### src/rtl/lps_pkg.sv
// Shared types, constants and register codes of the line position steering block.
package lps_pkg;

    localparam int NUM_CH      = 6;
    localparam int CH_W        = 3;
    localparam int RAW_W       = 10;
    localparam int SAMPLE_BITS = 10;
    // widest sample width the converter may use
    localparam int EXT_W       = 16;
    localparam int THR_W       = 10;
    localparam int POS_W       = 6;
    localparam int DUTY_W      = 8;
    localparam int TOTAL_W     = 8;
    localparam int CNT_W       = 3;
    localparam int CFG_IDX_W   = 3;
    localparam int CFG_DATA_W  = 10;
    localparam int QUEUE_DEPTH = 2;
    localparam int QPTR_W      = $clog2(QUEUE_DEPTH);

    // register indexes
    localparam logic [CFG_IDX_W-1:0] REG_THR0   = 3'd0;
    localparam logic [CFG_IDX_W-1:0] REG_THR1   = 3'd1;
    localparam logic [CFG_IDX_W-1:0] REG_THR2   = 3'd2;
    localparam logic [CFG_IDX_W-1:0] REG_THR3   = 3'd3;
    localparam logic [CFG_IDX_W-1:0] REG_THR4   = 3'd4;
    localparam logic [CFG_IDX_W-1:0] REG_THR5   = 3'd5;
    localparam logic [CFG_IDX_W-1:0] REG_CENTER = 3'd6;
    localparam logic [CFG_IDX_W-1:0] REG_TURN   = 3'd7;

    localparam logic [THR_W-1:0] THR0_RST = 10'd250;
    localparam logic [THR_W-1:0] THR1_RST = 10'd350;
    localparam logic [THR_W-1:0] THR2_RST = 10'd350;
    localparam logic [THR_W-1:0] THR3_RST = 10'd300;
    localparam logic [THR_W-1:0] THR4_RST = 10'd350;
    localparam logic [THR_W-1:0] THR5_RST = 10'd70;
    localparam logic [POS_W-1:0] CENTER_RST = 6'd35;
    localparam logic [DUTY_W-1:0] TURN_RST  = 8'd150;

    // direction codes
    localparam logic [1:0] DIR_FWD   = 2'd0;
    localparam logic [1:0] DIR_LEFT  = 2'd1;
    localparam logic [1:0] DIR_RIGHT = 2'd2;
    localparam logic [1:0] DIR_BACK  = 2'd3;

    // motor bridge patterns
    localparam logic [3:0] PAT_FWD   = 4'b1010;
    localparam logic [3:0] PAT_LEFT  = 4'b1000;
    localparam logic [3:0] PAT_RIGHT = 4'b0010;
    localparam logic [3:0] PAT_BACK  = 4'b0101;

    localparam logic [DUTY_W-1:0] DUTY_FWD  = 8'd255;
    localparam logic [DUTY_W-1:0] DUTY_BACK = 8'd200;

    localparam logic [TOTAL_W-1:0] CH_WEIGHT [NUM_CH] =
        '{8'd10, 8'd20, 8'd30, 8'd40, 8'd50, 8'd60};

    typedef logic [THR_W-1:0] t_thr_arr [NUM_CH];

    typedef struct packed {
        logic              valid;
        logic [NUM_CH-1:0] flags;
    } t_flag_msg;

    typedef struct packed {
        logic [1:0]        direction;
        logic [3:0]        drive_pattern;
        logic [DUTY_W-1:0] duty_a;
        logic [DUTY_W-1:0] duty_b;
        logic [POS_W-1:0]  position;
    } t_result;

endpackage

### src/rtl/lps_front.sv
// Sample intake: inverts each sample, flags a line per channel and posts each finished round.
module lps_front (
    input  logic              i_clk,
    input  logic              i_rst_n,
    input  logic              i_in_valid,
    output logic              o_in_stall,
    input  logic [lps_pkg::RAW_W-1:0] i_raw_sample,
    input  lps_pkg::t_thr_arr i_thr,
    input  logic              i_q_full,
    output lps_pkg::t_flag_msg o_push
);
    import lps_pkg::*;

    logic [CH_W-1:0]        r_ch, n_ch;
    logic [NUM_CH-1:0]      r_flags, n_flags;
    logic [CH_W-1:0]        ch_eff;
    logic                   last;
    logic                   acc;
    logic [EXT_W-1:0]       raw_ext;
    logic [SAMPLE_BITS-1:0] inv;
    logic                   hit;

    // an out-of-range index counts as channel 0
    assign ch_eff = (r_ch < CH_W'(NUM_CH)) ? r_ch : '0;
    assign last   = (ch_eff == CH_W'(NUM_CH - 1));

    // hold the last sample of a round until the queue has room
    assign o_in_stall = last && i_q_full;
    assign acc        = i_in_valid && !o_in_stall;

    assign raw_ext = EXT_W'(i_raw_sample);
    assign inv     = ~raw_ext[SAMPLE_BITS-1:0];
    assign hit     = EXT_W'(inv) <= EXT_W'(i_thr[ch_eff]);

    always_comb begin
        n_flags         = r_flags;
        n_flags[ch_eff] = hit;
        n_ch            = last ? '0 : ch_eff + CH_W'(1);
    end

    assign o_push.valid = acc && last;
    assign o_push.flags = n_flags;

    always_ff @(posedge i_clk) begin
        if (!i_rst_n) begin
            r_ch    <= '0;
            r_flags <= '0;
        end else if (acc) begin
            r_ch    <= n_ch;
            r_flags <= n_flags;
        end
    end

endmodule

### src/rtl/lps_queue.sv
// Short queue of finished flag rounds between intake and steering.
module lps_queue (
    input  logic               i_clk,
    input  logic               i_rst_n,
    input  lps_pkg::t_flag_msg i_push,
    output logic               o_full,
    input  logic               i_pop,
    output lps_pkg::t_flag_msg o_head
);
    import lps_pkg::*;

    logic [NUM_CH-1:0] r_mem [QUEUE_DEPTH];
    logic [QPTR_W-1:0] r_wp;
    logic [QPTR_W-1:0] r_rp;
    logic [QPTR_W:0]   r_cnt, n_cnt;
    logic              do_push;
    logic              do_pop;

    assign o_full       = (r_cnt == (QPTR_W+1)'(QUEUE_DEPTH));
    assign o_head.valid = (r_cnt != '0);
    assign o_head.flags = r_mem[r_rp];

    assign do_push = i_push.valid && !o_full;
    assign do_pop  = i_pop && o_head.valid;

    always_comb begin
        n_cnt = r_cnt;
        if (do_push && !do_pop) begin
            n_cnt = r_cnt + (QPTR_W+1)'(1);
        end else if (do_pop && !do_push) begin
            n_cnt = r_cnt - (QPTR_W+1)'(1);
        end
    end

    always_ff @(posedge i_clk) begin
        if (do_push) begin
            r_mem[r_wp] <= i_push.flags;
        end
    end

    always_ff @(posedge i_clk) begin
        if (!i_rst_n) begin
            r_wp  <= '0;
            r_rp  <= '0;
            r_cnt <= '0;
        end else begin
            r_cnt <= n_cnt;
            if (do_push) begin
                r_wp <= r_wp + QPTR_W'(1);
            end
            if (do_pop) begin
                r_rp <= r_rp + QPTR_W'(1);
            end
        end
    end

endmodule

### src/rtl/lps_back.sv
// Steering: weighted average by bit-serial division, drive decision and output register.
module lps_back (
    input  logic               i_clk,
    input  logic               i_rst_n,
    input  lps_pkg::t_flag_msg i_head,
    output logic               o_pop,
    input  logic [lps_pkg::POS_W-1:0]  i_center,
    input  logic [lps_pkg::DUTY_W-1:0] i_turn_duty,
    output logic               o_out_valid,
    input  logic               i_out_stall,
    output lps_pkg::t_result   o_result
);
    import lps_pkg::*;

    localparam logic [1:0] ST_IDLE = 2'd0;
    localparam logic [1:0] ST_DIV  = 2'd1;
    localparam logic [1:0] ST_DONE = 2'd2;

    logic [1:0]         r_state;
    logic [TOTAL_W-1:0] r_dvd;
    logic [CNT_W-1:0]   r_dvs;
    logic [CNT_W-1:0]   r_rem;
    logic [2:0]         r_step;
    logic               r_none;
    logic               r_out_valid;
    t_result            r_result, n_result;

    logic [TOTAL_W-1:0] total;
    logic [CNT_W-1:0]   count;
    logic [CNT_W:0]     rem_sh;
    logic               ge;
    logic [CNT_W:0]     rem_sub;
    logic [POS_W-1:0]   pos;
    logic               out_free;

    always_comb begin
        total = '0;
        count = '0;
        for (int i = 0; i < NUM_CH; i++) begin
            if (i_head.flags[i]) begin
                total = total + CH_WEIGHT[i];
                count = count + CNT_W'(1);
            end
        end
    end

    // one quotient bit per cycle, dividend shifts left and collects the quotient
    assign rem_sh  = {r_rem, r_dvd[TOTAL_W-1]};
    assign ge      = rem_sh >= {1'b0, r_dvs};
    assign rem_sub = ge ? rem_sh - {1'b0, r_dvs} : rem_sh;

    assign pos      = r_dvd[POS_W-1:0];
    assign out_free = !r_out_valid || !i_out_stall;
    assign o_pop    = (r_state == ST_IDLE) && i_head.valid;

    always_comb begin
        n_result.position = pos;
        if (r_none) begin
            n_result.direction     = DIR_BACK;
            n_result.drive_pattern = PAT_BACK;
            n_result.duty_a        = DUTY_BACK;
            n_result.duty_b        = DUTY_BACK;
            n_result.position      = '0;
        end else if (pos == i_center) begin
            n_result.direction     = DIR_FWD;
            n_result.drive_pattern = PAT_FWD;
            n_result.duty_a        = DUTY_FWD;
            n_result.duty_b        = DUTY_FWD;
        end else if (pos < i_center) begin
            n_result.direction     = DIR_LEFT;
            n_result.drive_pattern = PAT_LEFT;
            n_result.duty_a        = i_turn_duty;
            n_result.duty_b        = i_turn_duty;
        end else begin
            n_result.direction     = DIR_RIGHT;
            n_result.drive_pattern = PAT_RIGHT;
            n_result.duty_a        = i_turn_duty;
            n_result.duty_b        = i_turn_duty;
        end
    end

    always_ff @(posedge i_clk) begin
        case (r_state)
            ST_IDLE: begin
                if (i_head.valid) begin
                    r_dvd  <= total;
                    r_dvs  <= count;
                    r_rem  <= '0;
                    r_step <= '0;
                    r_none <= (count == '0);
                end
            end
            ST_DIV: begin
                r_dvd  <= {r_dvd[TOTAL_W-2:0], ge};
                r_rem  <= rem_sub[CNT_W-1:0];
                r_step <= r_step + 3'd1;
            end
            ST_DONE: begin
                if (out_free) begin
                    r_result <= n_result;
                end
            end
            default: begin
            end
        endcase
    end

    always_ff @(posedge i_clk) begin
        if (!i_rst_n) begin
            r_state     <= ST_IDLE;
            r_out_valid <= 1'b0;
        end else begin
            case (r_state)
                ST_IDLE: begin
                    if (i_head.valid) begin
                        r_state <= (count == '0) ? ST_DONE : ST_DIV;
                    end
                end
                ST_DIV: begin
                    if (r_step == 3'd7) begin
                        r_state <= ST_DONE;
                    end
                end
                ST_DONE: begin
                    if (out_free) begin
                        r_state <= ST_IDLE;
                    end
                end
                default: begin
                    r_state <= ST_IDLE;
                end
            endcase

            if ((r_state == ST_DONE) && out_free) begin
                r_out_valid <= 1'b1;
            end else if (!i_out_stall) begin
                r_out_valid <= 1'b0;
            end
        end
    end

    assign o_out_valid = r_out_valid;
    assign o_result    = r_result;

endmodule

### src/rtl/line_position_steering_top.sv
// Top level of the line position steering block: register file and the front/queue/back chain.
//
//  channel  direction  handshake              payload
//  in       input      i_in_valid/o_in_stall  i_raw_sample
//  out      output     o_out_valid/i_out_stall o_direction, o_drive_pattern, o_duty_a,
//                                             o_duty_b, o_position
//  config   input      i_cfg_we               i_cfg_idx, i_cfg_data
//
// Samples are taken one a cycle unless stalled; the sixth of a round posts its flags
// to a two-entry queue. The steering part takes one round at a time: it loads the round,
// runs the bit-serial divide (skipped when no channel is flagged), then loads the output
// register once the output is free. The last sample of a round stalls while the queue is full.
// Synchronous active-low reset restores the register defaults and starts at channel 0.
module line_position_steering_top (
    input  logic        i_clk,
    input  logic        i_rst_n,
    input  logic        i_in_valid,
    output logic        o_in_stall,
    input  logic [9:0]  i_raw_sample,
    output logic        o_out_valid,
    input  logic        i_out_stall,
    output logic [1:0]  o_direction,
    output logic [3:0]  o_drive_pattern,
    output logic [7:0]  o_duty_a,
    output logic [7:0]  o_duty_b,
    output logic [5:0]  o_position,
    input  logic        i_cfg_we,
    input  logic [lps_pkg::CFG_IDX_W-1:0]  i_cfg_idx,
    input  logic [lps_pkg::CFG_DATA_W-1:0] i_cfg_data
);
    import lps_pkg::*;

    t_thr_arr          r_thr;
    logic [POS_W-1:0]  r_center;
    logic [DUTY_W-1:0] r_turn;

    t_flag_msg push;
    t_flag_msg head;
    logic      q_full;
    logic      pop;
    t_result   result;

    always_ff @(posedge i_clk) begin
        if (!i_rst_n) begin
            r_thr[0] <= THR0_RST;
            r_thr[1] <= THR1_RST;
            r_thr[2] <= THR2_RST;
            r_thr[3] <= THR3_RST;
            r_thr[4] <= THR4_RST;
            r_thr[5] <= THR5_RST;
            r_center <= CENTER_RST;
            r_turn   <= TURN_RST;
        end else if (i_cfg_we) begin
            case (i_cfg_idx)
                REG_THR0:   r_thr[0] <= i_cfg_data[THR_W-1:0];
                REG_THR1:   r_thr[1] <= i_cfg_data[THR_W-1:0];
                REG_THR2:   r_thr[2] <= i_cfg_data[THR_W-1:0];
                REG_THR3:   r_thr[3] <= i_cfg_data[THR_W-1:0];
                REG_THR4:   r_thr[4] <= i_cfg_data[THR_W-1:0];
                REG_THR5:   r_thr[5] <= i_cfg_data[THR_W-1:0];
                REG_CENTER: r_center <= i_cfg_data[POS_W-1:0];
                REG_TURN:   r_turn   <= i_cfg_data[DUTY_W-1:0];
                default: begin
                end
            endcase
        end
    end

    lps_front u_front (
        .i_clk        (i_clk),
        .i_rst_n      (i_rst_n),
        .i_in_valid   (i_in_valid),
        .o_in_stall   (o_in_stall),
        .i_raw_sample (i_raw_sample),
        .i_thr        (r_thr),
        .i_q_full     (q_full),
        .o_push       (push)
    );

    lps_queue u_queue (
        .i_clk   (i_clk),
        .i_rst_n (i_rst_n),
        .i_push  (push),
        .o_full  (q_full),
        .i_pop   (pop),
        .o_head  (head)
    );

    lps_back u_back (
        .i_clk       (i_clk),
        .i_rst_n     (i_rst_n),
        .i_head      (head),
        .o_pop       (pop),
        .i_center    (r_center),
        .i_turn_duty (r_turn),
        .o_out_valid (o_out_valid),
        .i_out_stall (i_out_stall),
        .o_result    (result)
    );

    assign o_direction     = result.direction;
    assign o_drive_pattern = result.drive_pattern;
    assign o_duty_a        = result.duty_a;
    assign o_duty_b        = result.duty_b;
    assign o_position      = result.position;

endmodule
### config.mk
export PLATFORM = sky130hd
export DESIGN_NAME = line_position_steering_top
export DESIGN_NICKNAME = d
export VERILOG_FILES = /design/src/rtl/lps_pkg.sv /design/src/rtl/lps_front.sv /design/src/rtl/lps_queue.sv /design/src/rtl/lps_back.sv /design/src/rtl/line_position_steering_top.sv
export SDC_FILE = /design/constraint.sdc
export NUM_CORES = 1
export LEC_CHECK = 0
export BUFFER_PORTS_ARGS = -buffer_cell sky130_fd_sc_hd__buf_2
export CORE_MARGIN = 2
export CORE_UTILIZATION = 45
export DETAILED_ROUTE_END_ITERATION = 7
export GPL_ROUTABILITY_DRIVEN = 0
export GPL_TIMING_DRIVEN = 0
export SKIP_LAST_GASP = 1
export SLEW_MARGIN = 15
export SYNTH_ARGS = -nofsm -noshare
export SYNTH_HDL_FRONTEND = slang
export SYNTH_SLANG_ARGS = --single-unit
### constraint.sdc
create_clock -name i_clk -period 5.5 [get_ports i_clk]
set_input_delay 0.825 -clock i_clk [delete_from_list [all_inputs] [get_ports i_clk]]
set_output_delay 0.825 -clock i_clk [all_outputs]
set_load 0.01 [all_outputs]
==> summary.txt, run 1 <==
Logic synthesis
  – Top cell type by total area after synthesis: sky130_fd_sc_hd__dfxtp_1
  – Combinational family with the most area after synthesis: simple AND/OR/NAND/NOR gates
  – Xor/xnor share of the synthesized area: under 10%
  – Synthesized netlist net count: roughly 870
  – Most common library cells after synthesis: 190 x sky130_fd_sc_hd__nand2_1, 91 x sky130_fd_sc_hd__dfxtp_1, 74 x sky130_fd_sc_hd__a21oi_1, 54 x sky130_fd_sc_hd__nor2_1, 49 x sky130_fd_sc_hd__edfxtp_1
  – Proportion of synthesized flip-flops having asynchronous set or reset: 0%
  – Unique cell type count in the Yosys netlist: between 60 and 70
  – Synthesized-area fraction occupied by ao, oa, aoi and oai cells: 12.2%
  – Cell with the most instances after synthesis: sky130_fd_sc_hd__nand2_1
  – Total of flip-flops plus latches after synthesis: 140
  – Proportion of synthesized area in mux cells: about 6.2%
  – Sequential fraction of the synthesis area: a little under half
  – Top cells by area, synth: sky130_fd_sc_hd__dfxtp_1 25%, sky130_fd_sc_hd__edfxtp_1 20%, sky130_fd_sc_hd__nand2_1 9.8%
  – Average footprint of a synthesized cell: 8.99 um2
  – Most instantiated flip-flop cell in the synthesis netlist: sky130_fd_sc_hd__dfxtp_1
  – Number of standard cells after synthesis: about 810
  – Number of flops mapped to enable cells by yosys: 49
  – Simple-gate share of the synthesized area: between 20% and 30%
  – Synth top area share: between 20% and 30%
  – Post-Synth Adder-Cell Area: under 10%
  – Cell area after technology mapping: between 7000 and 8000 um2
  – Yosys warnings: 0

Die
  – Die Width: 131 um
  – Die Span Y: 131 um
  – Number of rows in the core area: 46
  – Starting density of the core: approximately 46%
  – Die Area: 17200 um2
  – Boundary Pins: 58
  – Floorplan core area: approximately 16000 um2

GRT
  – Number of global-route vias before repair: 5504
  – Total global routing track utilization: a little over a fifth
  – Gr busiest metal: met2
  – First-pass GRT wire length: between 20000 and 30000 um
  – Pin count of the biggest net entering global routing: 18
  – Total gr overflow: 0
  – Initial antenna violation count: 0
  – Met3 demand-to-capacity share in global routing: 3.54%
  – Global routing usage on met1: between 20% and 30%
  – Global-route met2 utilization: 34.1%

Power
  – Logic gate share of total power: 31.6%
  – Net switching component of the power: ~1.2 mW
  – Sw Ratio: 32.3%
  – Worst IR drop on VDD: about 220 uV
  – Register share of total power: between 30% and 40%
  – Pleak: between 3 and 4 nW
  – Internal power: 2.46 mW
  – Pwr/cell area: approximately 430 nW/um2
  – Fraction of power consumed by the clock network: between 30 and 40%

Setup path
  – Class of the most critical setup path: reg2reg
  – Startpoint type of the worst setup path: flop
  – CP Data Arrival Time: approximately 5 ns
  – Data required time at the worst endpoint: roughly 5.6 ns
  – Top fanout value on the critical path: 10
  – Endpoint class of the critical path: flop

Timing
  – Worst-margin pin slew: 0.992 ns
  – Hold WS: 0.452 ns
  – Setup Viol. Count Final: 0
  – Slew HR: 33.3%
  – Part of the cycle the worst path needs: roughly 87%
  – Final setup TNS: 0 ns
  – Peak clock frequency supported by timing: approximately 210 MHz
  – Final slew viol count: 0
  – Total count of hold-check failures in the final report: 0
  – RSZ-0062 raised after global routing: no
  – Worst clock skew: 0.00724 ns
  – Final critical delay including setup and external delays: about 4.8 ns

CTS
  – Clock sinks: 140
  – Post-CTS Setup Inserts: 0
  – Hold bufs inserted after CTS: 0
  – Insertion delay of the later-clocked pin in the worst-skew pair: roughly 0.4 ns
  – Root cell of the clock tree: sky130_fd_sc_hd__clkbuf_16
  – Cts bufs inserted: 17
  – TritonCTS clock tree: yes
  – Clock slew at the register clock pins of the worst setup and hold paths: roughly 0.060 ns
  – Post-cts gate resize count: 0
  – CTS H-tree depth: 4
  – Number of buffers on the longest clock path: 2

Placement
  – Detailed-placement wirelength estimate: ~13000 um
  – Number of placed instances with taps included: ~1100
  – Count of input and output buffers: ~50

Route
  – First-pass DRT Iterations: 5
  – Average detailed-routed wire length per instance: 15.8 um
  – Count of nets left with antenna violations after detail routing: 0
  – Initial drt markers: ~400
  – DRC: 0
  – Total detailed-routing wirelength: approximately 18000 um
  – Post-detailed-route via-to-cell ratio: 5.35
  – Total number of vias: approximately 5900

Final layout
  – Count of nets after finishing: roughly 940
  – Relative area change from synthesis to final layout: 15.6%
  – Antenna Diode Count: 0
  – Layout cells sized above 1: 14.5%
  – Layout filler cell count: 1453
  – Number of cells in the finished layout apart from fillers: 1107

Run status
  – Result of the run: complete, no violations

Job
  – Max cap viols: 0

Hold path
  – Class of the most critical hold timing path: reg2reg
-- through the flow --
step	total power, mW	setup WS, ns	util (%)	cell area (um2)
3_5_place_dp	2.56	0.666	49.3	7800
5_1_grt	3.88	0.192	53.0	8390
3_3_place_gp	2.49	0.728	49.1	7780
6_report	3.64	0.694	53.0	8390
2_1_floorplan	2.26	1.75	-	7260
4_1_cts	3.66	0.674	52.9	8380
-- area by class of cell --
type                    count  area, um2  share of cell area [%]
plain buffers              46        244                    2.91
clock buffers              19        453                    5.40
clock inverters            13        121                    1.45
inverters                  42        158                    1.88
multi-input cells         580       3590                    42.8
flip-flops and latches    140       3290                    39.2
well taps                 216        270                    3.22
repair buffers             51        264                    3.15
-- cells by family (layout without fill, tap and decap cells) --
| family | after synthesis | after routing |
|---|---|---|
| and+or+nand+nor | 348 | 348 |
| AOI/OAI and AO/OA | 143 | 143 |
| DFF | 140 | 140 |
| buffers and inverters | 88 | 171 |
| adders and majority gates | 38 | 38 |
| xor gates and xnor gates | 22 | 22 |
| muxes | 29 | 29 |
-- layer usage --
layer / part of all wire [%] / vias to the layer above / wire length, um
li1: - / 2924 / -
met1: 47 / 2798 / 8160
met2: 46 / 179 / 8020
met3: 5.9 / 26 / 1040
met4: 1.8 / 0 / 318
met5: 0 / - / 0
-- critical path: stages, from the launching register on --
cell	delay [ns]
sky130_fd_sc_hd__dfxtp_1	0.42
sky130_fd_sc_hd__ha_1	0.24
sky130_fd_sc_hd__nand2b_1	0.12
sky130_fd_sc_hd__clkbuf_1	0.70
sky130_fd_sc_hd__clkbuf_1	0.51
sky130_fd_sc_hd__clkbuf_1	0.47
sky130_fd_sc_hd__nand2_1	0.10
sky130_fd_sc_hd__a21oi_1	0.17
sky130_fd_sc_hd__a21oi_1	0.11
sky130_fd_sc_hd__ha_1	0.37
sky130_fd_sc_hd__nand4_1	0.12
sky130_fd_sc_hd__nor2_1	0.16
sky130_fd_sc_hd__a221oi_1	0.09
sky130_fd_sc_hd__o21a_1	0.11
sky130_fd_sc_hd__a31oi_1	0.29
sky130_fd_sc_hd__clkbuf_1	0.37
sky130_fd_sc_hd__a31oi_1	0.19
-- worst paths after layout --
path / from / endpoint / slack, ns / cells past startpoint
max: u_front.r_ch[1] / u_queue.r_mem[1][1] / 0.69 / 16
min: r_thr[0] / r_thr[0] / 0.45 / 2
max reg2reg: u_front.r_ch[1] / u_queue.r_mem[1][1] / 0.69 / 16
min reg2reg: r_thr[0] / r_thr[0] / 0.45 / 2
-- power groups by stage --
stage | clock (mW) | sequential, mW | combinational [mW]
after floorplan | 0 | 1.39 | 0.868
after global placement | 0 | 1.40 | 1.09
after detailed placement | 0 | 1.41 | 1.15
after CTS | 1.12 | 1.38 | 1.16
after global routing | 1.18 | 1.40 | 1.30
final | 1.11 | 1.38 | 1.15
-- flip-flops by register name, indices dropped and copies added (netlist names), 3 cells and up, named ones only --
signal	count
r_center	6
u_front.r_ch	3
u_front.r_flags	6
u_back.r_dvs	3
r_turn	8
u_queue.r_mem	12
r_thr	60
u_back.r_rem	3
u_back.r_dvd	8
u_back.r_step	3
u_back.o_result	19
-- placed cells by master (no fill, tap or decap), types with 4 or more instances in the layout --
master,Yosys,final
sky130_fd_sc_hd__nand2_1,190,190
sky130_fd_sc_hd__dfxtp_1,91,91
sky130_fd_sc_hd__a21oi_1,74,73
sky130_fd_sc_hd__nor2_1,54,53
sky130_fd_sc_hd__buf_2,0,49
sky130_fd_sc_hd__edfxtp_1,49,49
sky130_fd_sc_hd__nand3_1,43,43
sky130_fd_sc_hd__inv_1,41,41
sky130_fd_sc_hd__ha_1,36,36
sky130_fd_sc_hd__clkbuf_1,23,23
sky130_fd_sc_hd__o21ai_0,17,17
sky130_fd_sc_hd__clkbuf_16,0,17
sky130_fd_sc_hd__xnor2_1,15,15
sky130_fd_sc_hd__mux2i_1,11,11
sky130_fd_sc_hd__nand2b_1,10,10
sky130_fd_sc_hd__a31oi_1,10,10
sky130_fd_sc_hd__nor3_1,12,10
sky130_fd_sc_hd__mux4_2,10,10
sky130_fd_sc_hd__buf_4,9,10
sky130_fd_sc_hd__a21o_1,9,9
sky130_fd_sc_hd__nor2b_1,9,9
sky130_fd_sc_hd__buf_1,9,9
sky130_fd_sc_hd__a311oi_1,7,7
sky130_fd_sc_hd__buf_6,5,6
sky130_fd_sc_hd__and2_1,6,6
sky130_fd_sc_hd__or3_1,6,6
sky130_fd_sc_hd__mux2_2,5,5
sky130_fd_sc_hd__clkinv_2,0,5
sky130_fd_sc_hd__nand4_1,4,4
No activity file was read; power rests on OpenSTA's default activity.
==> inputs of run 2 (changes only) <==
Settings changed: ABC_AREA from default to 1.
==> run 2 against run 1 <==
  * Utilization rose by 0.92 points
  * Synthesized cell count increased by 13%
  * Count of clock-buffer cells in the layout rose by 5
  * Cell count up 8.9%
  * Cell area fell by 1.9%
  * Global-route usage fell by 0.63 points
  * Worst setup slack improved by 0.83 ns
  * Maximum frequency rose by 21%
  * Combinational power increased by 25%
  * Die area shrank 2.4%
  * Clock power is 6% higher
  * First-iteration DRC count increased by 16%
  * Critical endpoint is now u_queue.r_mem[1][4]
==> summary.txt, run 2 <==
Die
  – Starting density of the core: 46.4% (+0.51 points)
  – Number of rows in the core area: 45 (-2.2%)
  – Die Area: 16700 um2 (-2.4%)
  – Die Span Y: 129 um (-1.2%)
  – Die Width: 129 um (-1.2%)
  – Floorplan core area: 15300 um2 (-3.6%)
  – Boundary Pins: 58 (unchanged)

Final layout
  – Layout cells sized above 1: 11.2% (-3.3 points)
  – Design area: 8230 um2 (-1.9%)
  – Largest register by flop count: r_thr
  – Count of nets after finishing: 1046 (+11%)
  – Antenna Diode Count: 0 (unchanged)
  – Layout filler cell count: 1464 (+0.76%)
  – Number of flip-flops in the largest register: 60 (unchanged)
  – Commonest non-fill, non-tap cell in the layout: sky130_fd_sc_hd__nand2_1
  – Relative area change from synthesis to final layout: 16.3%
  – Final core utilization: 53.9% (+0.92 points)
  – Top library cells by usage in the layout, fill and taps aside: 173 x sky130_fd_sc_hd__nand2_1, 146 x sky130_fd_sc_hd__nor2_1, 112 x sky130_fd_sc_hd__inv_1, 91 x sky130_fd_sc_hd__dfxtp_1, 76 x sky130_fd_sc_hd__o21ai_0

Placement
  – Count of input and output buffers: 51 (+4.1%)
  – Detailed-placement wirelength estimate: 12200 um (-4.3%)
  – Post-detailed-placement cell area: 7610 um2 (-2.5%)

Power
  – Sw Ratio: 35.6% (+3.3 points)
  – Worst IR drop on VDD: 229 uV (+2.8%)
  – Net switching component of the power: 1.44 mW (+22%)
  – Pwr/cell area: 491 nW/um2 (+13%)
  – Fraction of power consumed by the clock network: 29.1% (-1.4 points)
  – Register share of total power: 35.2% (-2.7 points)
  – Logic gate share of total power: 35.6% (+4.0 points)
  – Power after layout: 4.04 mW (+11%)
  – Pleak: 3.81 nW (+12%)
  – Internal power: 2.60 mW (+5.5%)

Logic synthesis
  – Cell area after technology mapping: 7080 um2 (-2.5%)
  – Number of standard cells after synthesis: 910 (+13%)
  – Average footprint of a synthesized cell: 7.78 um2 (-13%)
  – Most common library cells after synthesis: 173 x sky130_fd_sc_hd__nand2_1, 147 x sky130_fd_sc_hd__nor2_1, 112 x sky130_fd_sc_hd__inv_1, 91 x sky130_fd_sc_hd__dfxtp_1, 76 x sky130_fd_sc_hd__o21ai_0
  – Top cells by area, synth: sky130_fd_sc_hd__dfxtp_1 26%, sky130_fd_sc_hd__edfxtp_1 21%, sky130_fd_sc_hd__nand2_1 9.2%
  – Unique cell type count in the Yosys netlist: 37 (-40%)
  – Yosys warnings: 0 (unchanged)
  – Sequential fraction of the synthesis area: 46.5% (+1.2 points)
  – Top cell type by total area after synthesis: sky130_fd_sc_hd__dfxtp_1
  – Most instantiated flip-flop cell in the synthesis netlist: sky130_fd_sc_hd__dfxtp_1
  – Synthesized netlist net count: 975 (+12%)
  – Number of flops mapped to enable cells by yosys: 49 (unchanged)
  – Cell with the most instances after synthesis: sky130_fd_sc_hd__nand2_1
  – Total of flip-flops plus latches after synthesis: 140 (unchanged)
  – Proportion of synthesized flip-flops having asynchronous set or reset: 0% (unchanged)
  – Synth top area share: 25.7% (+0.65 points)

Setup path
  – Flop2flop setup slack: 1.52 ns (+0.83 ns)
  – CP Data Arrival Time: 4.15 ns (-0.78 ns)
  – Top fanout value on the critical path: 10 (unchanged)
  – Startpoint type of the worst setup path: flop
  – Worst-case reg-to-reg path depth: 14 (-2)
  – Data required time at the worst endpoint: 5.67 ns (+0.05 ns)
  – Source of the critical timing path: u_front.r_ch[1]
  – Class of the most critical setup path: reg2reg
  – Endpoint class of the critical path: flop
  – R2R Path Start: u_front.r_ch[1]
  – Terminus of the critical flop-to-flop path: u_queue.r_mem[1][4]
  – End of the critical path: u_queue.r_mem[1][4]

Route
  – Post-detailed-route via-to-cell ratio: 4.89 (-8.8%)
  – Total number of vias: 5887 (-0.67%)
  – Total detailed-routing wirelength: 16400 um (-6.7%)
  – Count of nets left with antenna violations after detail routing: 0 (unchanged)
  – Initial drt markers: 476 (+16%)
  – First-pass DRT Iterations: 5 (unchanged)
  – Average detailed-routed wire length per instance: 13.6 um (-14%)
  – DRC: 0 (unchanged)

Timing
  – Setup Viol. Count Final: 0 (unchanged)
  – Worst clock skew: 0.0118 ns (+0.00456 ns)
  – Hold WS: 0.451 ns (-0.000943 ns)
  – Total count of hold-check failures in the final report: 0 (unchanged)
  – Part of the cycle the worst path needs: 72.4% (-15 points)
  – Worst-margin pin slew: 0.826 ns (-0.166 ns)
  – Slew HR: 44.9% (+12 points)
  – RSZ-0062 raised after global routing: no
  – Final slew viol count: 0 (unchanged)
  – Peak clock frequency supported by timing: 251 MHz (+21%)
  – Final setup TNS: 0 ns (unchanged)
  – Final critical delay including setup and external delays: 3.98 ns (-0.827 ns)

CTS
  – Number of buffers on the longest clock path: 2 (unchanged)
  – Root cell of the clock tree: sky130_fd_sc_hd__clkbuf_16
  – Hold bufs inserted after CTS: 0 (unchanged)
  – Clock slew at the register clock pins of the worst setup and hold paths: 0.05 ns (about the same)
  – Post-cts gate resize count: 0 (unchanged)
  – Clock sinks: 140 (unchanged)
  – Insertion delay of the later-clocked pin in the worst-skew pair: 0.42 ns (about the same)
  – CTS H-tree depth: 4 (unchanged)
  – TritonCTS clock tree: yes
  – Post-CTS Setup Inserts: 0 (unchanged)
  – Cts bufs inserted: 17 (unchanged)

GRT
  – Initial antenna violation count: 0 (unchanged)
  – First-pass GRT wire length: 26900 um (-4.2%)
  – Total gr overflow: 0 (unchanged)
  – Total global routing track utilization: 20.7% (-0.63 points)
  – Pin count of the biggest net entering global routing: 17 (-1)
  – Number of global-route vias before repair: 5304 (-3.6%)

Run status
  – Result of the run: complete, no violations

Hold path
  – Class of the most critical hold timing path: reg2reg

Job
  – Max cap viols: 0 (unchanged)
run 2: power by group through the flow:
| stage | Combinational (mW) | Clock [mW] | Sequential [mW] |
|---|---|---|---|
| global route | 1.68 | 1.25 | 1.44 |
| detailed placement | 1.44 | 0 | 1.45 |
| floorplan | 1.09 | 0 | 1.45 |
| CTS | 1.45 | 1.19 | 1.43 |
| finish | 1.44 | 1.18 | 1.42 |
| global placement | 1.41 | 0 | 1.45 |
run 2: routing by layer:
metal	up-vias	GRT usage, %	share of wire, %	routed length (um)
li1	3079	-	-	-
met1	2660	29.1	49	8090
met2	133	32.5	44	7260
met3	15	4.09	4.7	767
met4	0	6.33	1.5	250
met5	-	0	0	0
run 2: cells by family after synthesis:
logic type,after synthesis,share of synthesized area [%]
flip-flops,140,46.5
AO/OA/AOI/OAI,160,12.7
XOR/XNOR,13,2.03
AND/OR/NAND/NOR,399,22.9
adder cells (fa/ha/maj),37,6.65
buffers and inverters,161,9.14
run 2: worst min path at each step:
stage,slack [ns],endpoint,cells past startpoint,from
final,0.45,u_queue.r_rp,1,u_queue.r_rp
after detailed placement,0.44,r_thr[18],2,r_thr[18]
after global placement,0.44,u_queue.r_rp,1,u_queue.r_rp
after CTS,0.45,u_queue.r_rp,1,u_queue.r_rp
after floorplan,0.42,r_thr[13],2,r_thr[13]
after global routing,0.48,r_thr[54],2,r_thr[54]
run 2: metrics by stage:
| step | instances | setup slack (ns) |
|---|---|---|
| final | 1205 | 1.52 |
| after CTS | 1205 | 1.43 |
| after floorplan | 910 | 2.38 |
| after global routing | 1205 | 1.01 |
| after detailed placement | 1173 | 1.46 |
| after global placement | 1172 | 1.50 |
run 2: final cells by class:
type	count	area [um2]	share of cell area [%]
tap	211	264	3.21
inverter	121	454	5.52
timing repair buffer	52	267	3.24
buffer	40	193	2.34
sequential	140	3290	40.0
clock inverter	8	103	1.25
multi-input combinational	609	3140	38.2
clock buffer	24	513	6.23
run 2: critical path, cell delays in order, from the launching register on:
cell,delay (ns)
sky130_fd_sc_hd__dfxtp_1,0.36
sky130_fd_sc_hd__ha_1,0.21
sky130_fd_sc_hd__nor2_1,0.39
sky130_fd_sc_hd__clkbuf_1,0.45
sky130_fd_sc_hd__nor2_1,0.10
sky130_fd_sc_hd__o311ai_0,0.52
sky130_fd_sc_hd__a21oi_1,0.14
sky130_fd_sc_hd__ha_1,0.32
sky130_fd_sc_hd__nand4_1,0.13
sky130_fd_sc_hd__nor3_1,0.30
sky130_fd_sc_hd__o21a_1,0.17
sky130_fd_sc_hd__o21ai_0,0.27
sky130_fd_sc_hd__nand2_1,0.14
sky130_fd_sc_hd__o21a_1,0.16
sky130_fd_sc_hd__inv_1,0.06
